===== src/rtl/core/mpbf_desc_table.sv =====
// Per-pipe descriptor memory (pointers and counts) plus the active flags.
module mpbf_desc_table #(
  parameter int NUM_PIPES = 8,
  parameter int IW        = 3,
  parameter int DW        = 34
) (
  input  logic          clk,
  input  logic          rst,
  input  logic          rd_en,
  input  logic [IW-1:0] rd_idx,
  output logic [DW-1:0] rd_desc,
  input  logic          wr_en,
  input  logic [IW-1:0] wr_idx,
  input  logic [DW-1:0] wr_desc,
  input  logic          set_in_use,
  input  logic [IW-1:0] chk_idx,
  output logic          chk_in_use,
  output logic          free_found,
  output logic [IW-1:0] free_idx
);

  logic [DW-1:0]        mem [NUM_PIPES];
  logic [NUM_PIPES-1:0] in_use;

  always_ff @(posedge clk) begin
    if (wr_en) begin
      mem[wr_idx] <= wr_desc;
    end
    if (rd_en) begin
      rd_desc <= mem[rd_idx];
    end
  end

  // Descriptor contents are only trusted for pipes that are flagged active.
  always_ff @(posedge clk) begin
    if (rst) begin
      in_use <= '0;
    end else if (set_in_use) begin
      in_use[wr_idx] <= 1'b1;
    end
  end

  assign chk_in_use = in_use[chk_idx];

  always_comb begin
    free_found = 1'b0;
    free_idx   = '0;
    for (int i = NUM_PIPES - 1; i >= 0; i--) begin
      if (!in_use[i]) begin
        free_found = 1'b1;
        free_idx   = IW'(i);
      end
    end
  end

endmodule


===== config.mk =====
export PLATFORM = sky130hd
export DESIGN_NAME = mpbf_desc_table
export DESIGN_NICKNAME = d
export VERILOG_FILES = /design/src/rtl/core/mpbf_desc_table.sv
export SDC_FILE = /design/constraint.sdc
export NUM_CORES = 1
export LEC_CHECK = 0
export ABC_AREA = 1
export BUFFER_PORTS_ARGS = -buffer_cell sky130_fd_sc_hd__buf_4
export CORE_MARGIN = 4
export CORE_UTILIZATION = 56
export DETAILED_ROUTE_END_ITERATION = 10
export GPL_TIMING_DRIVEN = 0
export PLACE_DENSITY_LB_ADDON = 0.15
export REMOVE_ABC_BUFFERS = 1
export SYNTH_ARGS = -nofsm -noshare
export SYNTH_HDL_FRONTEND = slang
export SYNTH_SLANG_ARGS = --single-unit

===== constraint.sdc =====
create_clock -name clk -period 10.1 [get_ports clk]
set_input_delay 1.01 -clock clk [delete_from_list [all_inputs] [get_ports clk]]
set_output_delay 1.01 -clock clk [all_outputs]
set_load 0.005 [all_outputs]

== Yosys cells after proc, flatten, opt, wreduce, memory -nomap -nowiden ==
Memories as Yosys holds them, arrays and structs flattened. A register that Yosys moved wholly into a read port is not among the register bits.
Cells that the tools add are included.
Storage, ports and cells
  memories: 1
  flip-flop bits (word level): 8
  bits in writable memories: 272
  word-level logic and storage cells: 29
  output and inout bits: 39
Memory list
  mem: depth 8, bits a word 34, rd ports 1, clocked after memory_dff 1, write ports 1, RTL line 22  | logic [DW-1:0] mem [NUM_PIPES];
Operators by class
  bitwise gates (word level): 1
  multiplexer cells: 22
  magnitude comparators: 3
  reduce and logical (&&, ||, !) cells: 1
Operators with widths (number)
  3-bit 2-to-1 mux: 8
  1-bit 2-to-1 mux: 12
  3-bit by 4-bit < comparator with 1-bit output, second input constant: 2
  8-bit bitwise OR: 1
  1-bit binary-select mux with 3-bit select: 1
  1-bit demux with 3-bit select: 1
  3-bit by 1-bit >= comparator with 1-bit output, second input constant: 1
  1-bit logical AND: 1

== Logic depth before layout (Yosys ltp) ==
Gate-level depths: netlist of the first run.
  word-level depth: 8
  depth in mapped cells: 9

== Worst setup path before layout of the first run ==
Ideal clock, no wire load.
  path kind: input port to flip-flop
  start point: in wr_idx[2]
  end point: mem mem[7][0] (enable)
  arrival: 4.664 ns
  path slack: 4.926 ns
  buffers on the path: 1
  setup time: 0.510 ns
  stages: 3
  cells stage by stage: buf_2 inv_1 nor4_1
RTL lines
  from (decl): RTL line 13  | input logic [IW-1:0] wr_idx,
  to (decl): RTL line 22
Straight into the memory's write port.

==> results by group, run 1 <==
Synthesis
  • Post-synthesis sequential area ratio: 76.2%
  • Post-synth cell types: 24
  • EDFF count, synth: 306
  • Top-count cell post-synth: edfxtp_1
  • Cell area after synthesis: 12300 um^2
  • Top cells by count, synth: 306 x edfxtp_1, 238 x nor2_1, 151 x nand2_1, 109 x o21ai_0, 63 x o21ai_1
  • Mean Syn Cell Area: 12.5 um^2
  • Yosys reg bits: 314
  • Area contributors post-synth: edfxtp_1 75%, nor2_1 7.3%, nand2_1 4.6%, o21ai_0 4.4%, o21ai_1 2.6%
  • Area share of the largest cell type after synthesis: 74.9%
  • Cells after synthesis: 980
  • Ys flop type: edfxtp_1
  • Post-synthesis async set-or-reset flop share: 0%
  • Synth area leader: edfxtp_1
  • YS warnings: 0

Global route
  • Global-route wire length before repair: 38500 um
  • Total grt overflow: 0
  • Vias in the first global route: 7159
  • Overall routing resource usage: 20.2%
  • Initial antenna violation count: 0
  • Largest net degree at the start of global routing: 138

Timing
  • Setup_tns: 0 ns
  • Final hold slack: 0.503 ns
  • RSZ-0062 raised after global routing: false
  • Rel. slew slack: 18.4%
  • Worst-Margin Slew: 1.22 ns
  • Achievable Freq: 355 MHz
  • Final Hold Fails: 0
  • Final period util: 27.9%
  • Max Slew Vio Count: 0
  • Clock Skew: 0.0171 ns
  • Fin crit period: 2.81 ns
  • Final setup violation count: 0

Drt
  • Total number of vias: 7511
  • Initial drt markers: 603
  • DRC Markers: 0
  • Drt first pass iters: 5
  • Drt total wl: 24900 um
  • Post-DR wirelength/cell: 17.9 um
  • Final ANT Viol Nets: 0
  • DR vias/cell: 5.40

Worst hold path
  • Hold Startpoint: in_use[6]
  • Hold Path Class: reg -> reg

Die
  • Horiz. Die Dim: 156 um
  • DIE HEIGHT: 156 um
  • IO Count: 87
  • Num rows: 53
  • Core Region: 21300 um^2
  • Initial Util: 57.6%
  • Die area: 24300 um^2

Clocking
  • Postcts setup bufs: 0
  • CTS tree: done
  • H-tree Lvls: 1
  • Clock Latency Late Sink: 0.56 ns
  • Clock Path Buffers: 3
  • Cells resized by post-CTS repair: 0
  • Root Buffer: clkbuf_16
  • Cts bufs inserted: 31
  • Clk sinks: 314
  • Clock transition at path regs: 0.06 ns
  • CTS Hold Bufs: 0

Power and ir drop
  • Peak supply drop: 0.148 mV
  • Leak: 5.21 nW
  • Power density over the cells: 193 nW/um^2

Place
  • Final GP Congestion: 0.752
  • Port Buf Inserts: 86
  • Detailed placer's ending HPWL: 14300 um

Critical path
  • CP Data Required Time: 10.52 ns
  • Crit path DAT: 3.23 ns
  • Max FO, Critical Path: 103
  • CP Class: in -> reg
  • Type of destination of the critical path: flip-flop
  • Startpoint class of the critical path: input pin
  • CP startpoint: rd_idx[1]
  • Reg-to-reg startpoint: mem[0][33]

Finish
  • Nets: 1140
  • Share of post-route cells with drive strength above 1: 16.7%
  • Synth-to-Final Area Change: 17.0%
  • N_diodes: 0

Outcome
  • Status: finished clean

Job
  • Max-cap violations: 0
-- flip-flops by register name (all words and copies together) (netlist names) --
| name | cells |
|---|---|
| mem | 272 |
| rd_desc | 34 |
| in_use | 8 |
-- metrics by stage --
stage	cell area [um^2]	setup WS, ns	power, mW	std cells	util (%)
finish	14400	7.29	2.77	1392	67.4
floorplan	11900	5.11	1.60	925	-
global route	14400	7.11	2.87	1392	67.4
global placement	12900	1.36	1.69	1286	60.7
CTS	14300	6.63	2.78	1391	67.3
detailed placement	13400	6.06	1.70	1333	62.7
-- critical path: stages --
cell and delay (ns):
buf_4 0.78, inv_2 0.65, nor2_1 0.23, o21ai_0 0.12
nand2_1 0.12, nand2_1 0.05, nand2_1 0.11
-- path summary, 6_finish.rpt --
| path | endpoint | slack, ns | cells past startpoint |
|---|---|---|---|
| max | rd_desc[29] | 7.29 | 7 |
| max reg2reg | rd_desc[33] | 8.91 | 6 |
| min reg2reg | in_use[6] | 0.50 | 2 |
| min | in_use[6] | 0.50 | 2 |
-- cells by family (layout without fill, tap and decap cells) --
logic type / after synthesis / count (layout) / share of synthesized area [%]
simple gates: 409 / 409 / 12.9
flops: 314 / 314 / 76.2
compound gates: 186 / 186 / 7.64
buf+inv: 71 / 208 / 3.27
-- cell usage in the layout, fill, tap and decap left out, drive strengths merged --
cell type / n
a21oi: 11
a31oi: 1
buf: 134
bufinv: 3
clkbuf: 37
clkinv: 16
clkinvlp: 2
dfxtp: 8
edfxtp: 306
inv: 16
nand2: 151
nand3: 1
nand4: 8
nor2: 238
nor3: 2
nor4: 9
o211ai: 2
o21ai: 172
-- cell type report --
cell class	count	area [um^2]
timing repair buffer	134	1060
inverter	16	63.8
multi-input combinational	595	2570
clock inverter	21	176
tap	275	344
fill	1542	6930
clock buffer	37	798
sequential	314	9350
-- metal layers --
layer  vias to the layer above  share of wire, %  GRT usage [%]  routed length (um)
met2                       199                48           33.1               12000
met4                         0               2.3           5.13                 573
li1                       3671                 -              -                   -
met5                         -                 0              0                   0
met3                        49               6.8           3.86                1680
met1                      3592                43           28.5               10700
-- where the power goes --
part / switching (mW) / internal, mW / total, mW
sequential: 0.0119 / 1.48 / 1.50
clock: 0.460 / 0.637 / 1.10
combinational: 0.112 / 0.0644 / 0.176
total: 0.584 / 2.18 / 2.77
Note: power is estimated with default switching activity, not from simulation.
==> run 2, diff against run 1 <==
ABC_AREA = 0   (was 1)
CORE_UTILIZATION = 54   (was 56)
clock period = 2.48 ns   (was 10.1 ns; I/O delays follow)
==> run 2 against run 1 <==
Compared with the run above:
- clock power rose to 3.9 times the previous value
- worst hold slack worse by 0.47 ns
- synthesized cell count down 50%
- design area down 0.65%
- clock skew down 0.0070 ns
- register-to-register slack worse by 7.9 ns
- sequential cell count unchanged
- critical endpoint is now chk_in_use
- largest cell class unchanged
==> results by group, run 2 <==
Synthesis
  • Synth area leader: edfxtp_1
  • Top cells by count, synth: 306 x edfxtp_1, 58 x mux4_2, 20 x mux2_4, 15 x mux2_2, 15 x nor2_1
  • EDFF count, synth: 306 (unchanged)
  • Cells after synthesis: 489 (-50%)
  • Top-count cell post-synth: edfxtp_1
  • Area share of the largest cell type after synthesis: 77.7% (+2.8 points)
  • Post-synth cell types: 24 (unchanged)
  • Post-synthesis sequential area ratio: 79.1% (+2.9 points)
  • Ys flop type: edfxtp_1
  • Area contributors post-synth: edfxtp_1 78%, mux4_2 11%, mux4_1 2.7%, mux2_4 2.5%, mux2_2 1.4%
  • Cell area after synthesis: 11800 um^2 (-3.6%)
  • Post-synthesis async set-or-reset flop share: 0% (unchanged)
  • Mean Syn Cell Area: 24.2 um^2 (+93%)
  • Yosys reg bits: 314 (unchanged)
  • YS warnings: 0 (unchanged)

Finish
  • # fillers: 1368 (-11%)
  • Biggest register: mem
  • Area of the multi-input gates: 2370 um^2 (-7.6%)
  • Max reg flops: 272 (unchanged)
  • Final core occ: 67.0% (-0.44 points)
  • Nets: 685 (-40%)
  • Reg area: 9350 um^2 (unchanged)
  • Cell Count, Final, Fillers Out: 934 (-33%)
  • Commonest non-fill, non-tap cell in the layout: edfxtp_1
  • Synth-to-Final Area Change: 20.6%
  • Most frequent cells in the layout: 306 x edfxtp_1, 85 x buf_4, 58 x mux4_2
  • Share of post-route cells with drive strength above 1: 36.8% (+20 points)
  • Top flop regs: mem: 272 flops, rd_desc: 34 flops, in_use: 8 flops

Place
  • Inst Count DP: 842 (-37%)
  • Detailed placer's ending HPWL: 12300 um (-14%)
  • Final GP Congestion: 0.770 (+2.4%)
  • Port Buf Inserts: 86 (unchanged)

Global route
  • Total grt overflow: 0 (unchanged)
  • Overall routing resource usage: 18.5% (-1.7 points)
  • Largest net degree at the start of global routing: 69 (-50%)
  • Global-route wire length before repair: 34000 um (-12%)
  • Initial antenna violation count: 1 (+1)
  • Vias in the first global route: 5849 (-18%)

Timing
  • Setup_tns: 0 ns (unchanged)
  • Clock Skew: 0.0102 ns (-0.00698 ns)
  • Max Slew Vio Count: 0 (unchanged)
  • Final period util: 82.6%
  • Rel. slew slack: 32.7% (+14 points)
  • Final setup violation count: 0 (unchanged)
  • RSZ-0062 raised after global routing: false
  • Achievable Freq: 488 MHz
  • Final Hold Fails: 0 (unchanged)
  • Worst-Margin Slew: 1.01 ns (-0.215 ns)
  • Fin crit period: 2.05 ns

Drt
  • Initial drt markers: 400 (-34%)
  • Final ANT Viol Nets: 0 (unchanged)
  • Drt total wl: 21900 um (-12%)
  • Drt first pass iters: 4 (-1)
  • DRC Markers: 0 (unchanged)
  • Total number of vias: 5357 (-29%)
  • DR vias/cell: 5.74 (+6.3%)
  • Post-DR wirelength/cell: 23.4 um (+31%)

Clocking
  • Root Buffer: clkbuf_16
  • CTS tree: done
  • Clock Latency Late Sink: 0.54 ns (-0.02 ns)
  • H-tree Lvls: 1 (unchanged)
  • Cells resized by post-CTS repair: 0 (unchanged)
  • Cts bufs inserted: 31 (unchanged)
  • Clk sinks: 314 (unchanged)
  • Postcts setup bufs: 0 (unchanged)
  • Clock Path Buffers: 3 (unchanged)
  • CTS Hold Bufs: 36 (+36)
  • Clock transition at path regs: 0.06 ns (about the same)

Die
  • Die area: 24300 um^2 (about the same)
  • Initial Util: 55.6% (-2.1 points)
  • Horiz. Die Dim: 156 um (about the same)
  • Core Region: 21300 um^2 (unchanged)
  • Num rows: 53 (unchanged)
  • IO Count: 87 (unchanged)
  • DIE HEIGHT: 156 um (about the same)

Power and ir drop
  • Switching portion of total power: 19.7% (-1.4 points)
  • Peak supply drop: 0.494 mV (+230%)
  • Tot Pwr: 11.1 mW (+300%)
  • Sequential share of power: 55.1% (+1.1 points)
  • Net switching power: 2.18 mW (+270%)
  • Logic gate share of total power: 6.2% (-0.2 points)
  • Leak: 4.80 nW (-7.9%)
  • Pint: 8.89 mW (+310%)
  • Power density over the cells: 776 nW/um^2 (+300%)
  • Share of total power in the clock network: 38.7% (-0.9 points)

Critical path
  • CP Cell Sequence: mux4_2, mux2_2, buf_4
  • CP max stage cell: mux4_2
  • Crit path DAT: 1.80 ns (-1.43 ns)
  • Startpoint class of the critical path: flip-flop
  • CP Data Required Time: 2.23 ns (-8.29 ns)
  • Delay-heaviest family, CP: multiplexers
  • Type of destination of the critical path: output port
  • Max FO, Critical Path: 6 (-94%)
  • Worst path max stage delay: 0.49 ns (-0.29 ns)
  • CP Class: reg -> out
  • Critical path buffers and inverters: 1 (-1)

Worst hold path
  • Hold Path Class: in -> reg

Outcome
  • Status: finished clean

Job
  • Max-cap violations: 0 (unchanged)
[run 2: cell count changes in the layout (fill, tap and decap cells not counted), sizes merged, moves of 3 or more]
cell	delta
nor2	-223
o21ai	-170
nand2	-146
mux4	+70
dlygate4sd3	+36
mux2	+35
buf	-32
inv	-14
nor4	-9
a21oi	-8
nand4	-7
a31oi	+5
nor2b	+4
nand2b	+3
[run 2: power by group through the flow]
stage | registers, mW | logic [mW] | clock network (mW)
after floorplan | 6.20 | 0.282 | 0
after global placement | 6.21 | 0.597 | 0
after detailed placement | 6.21 | 0.650 | 0
after CTS | 6.10 | 0.700 | 4.37
after global routing | 6.11 | 0.748 | 4.61
final | 6.10 | 0.691 | 4.28
[run 2: stage by stage]
stage / worst slack (ns) / area [um^2] / hold slack, ns
final: 0.431 / 14300 / 0.0282
after global routing: 0.383 / 14300 / 0.0538
after CTS: 0.414 / 14200 / 0.00708
after detailed placement: -0.109 / 12900 / 0.479
after global placement: -3.48 / 12700 / 0.472
after floorplan: -0.754 / 11700 / 0.320
[run 2: layer usage]
layer | track usage (%) | vias to the layer above | share of wire, %
li1 | - | 2374 | -
met1 | 25.2 | 2836 | 41
met2 | 32.0 | 126 | 52
met3 | 3.30 | 21 | 5.1
met4 | 4.04 | 0 | 1.1
met5 | 0 | - | 0
[run 2: path summary, 6_finish.rpt]
kind	startpoint	to	slack (ns)	depth (start not counted)
worst max-delay path	in_use[4]	chk_in_use	0.43	3
worst min register to register	in_use[0]	in_use[0]	0.56	2
worst min-delay path	wr_idx[0]	in_use[5]	0.03	3
worst max register to register	mem[2][15]	rd_desc[15]	1.06	2
[run 2: kinds of logic (layout without fill, tap and decap cells)]
logic type             Yosys count  in the layout  share of synthesized area (%)
other                            0              1                              0
flip-flops                     314            314                           79.1
AO/OA/AOI/OAI                   13             13                          0.677
AND/OR/NAND/NOR                 32             32                           1.24
buffers and inverters           25            194                           1.35
multiplexers                   105            105                           17.7
[run 2: worst reg2reg max path, stage by stage (launching register included)]
cell,delay [ns]
edfxtp_1,0.38
mux4_1,0.52
mux2_4,0.28
[run 2: cell type report]
class                   instances  share of cell area [%]
diodes                          1                  0.0175
clock buffers                  37                    5.60
clock inverters                17                   0.868
inverters                       2                  0.0526
multi-input cells             150                    16.6
flip-flops and latches        314                    65.5
well taps                     275                    2.41
repair buffers                138                    8.88
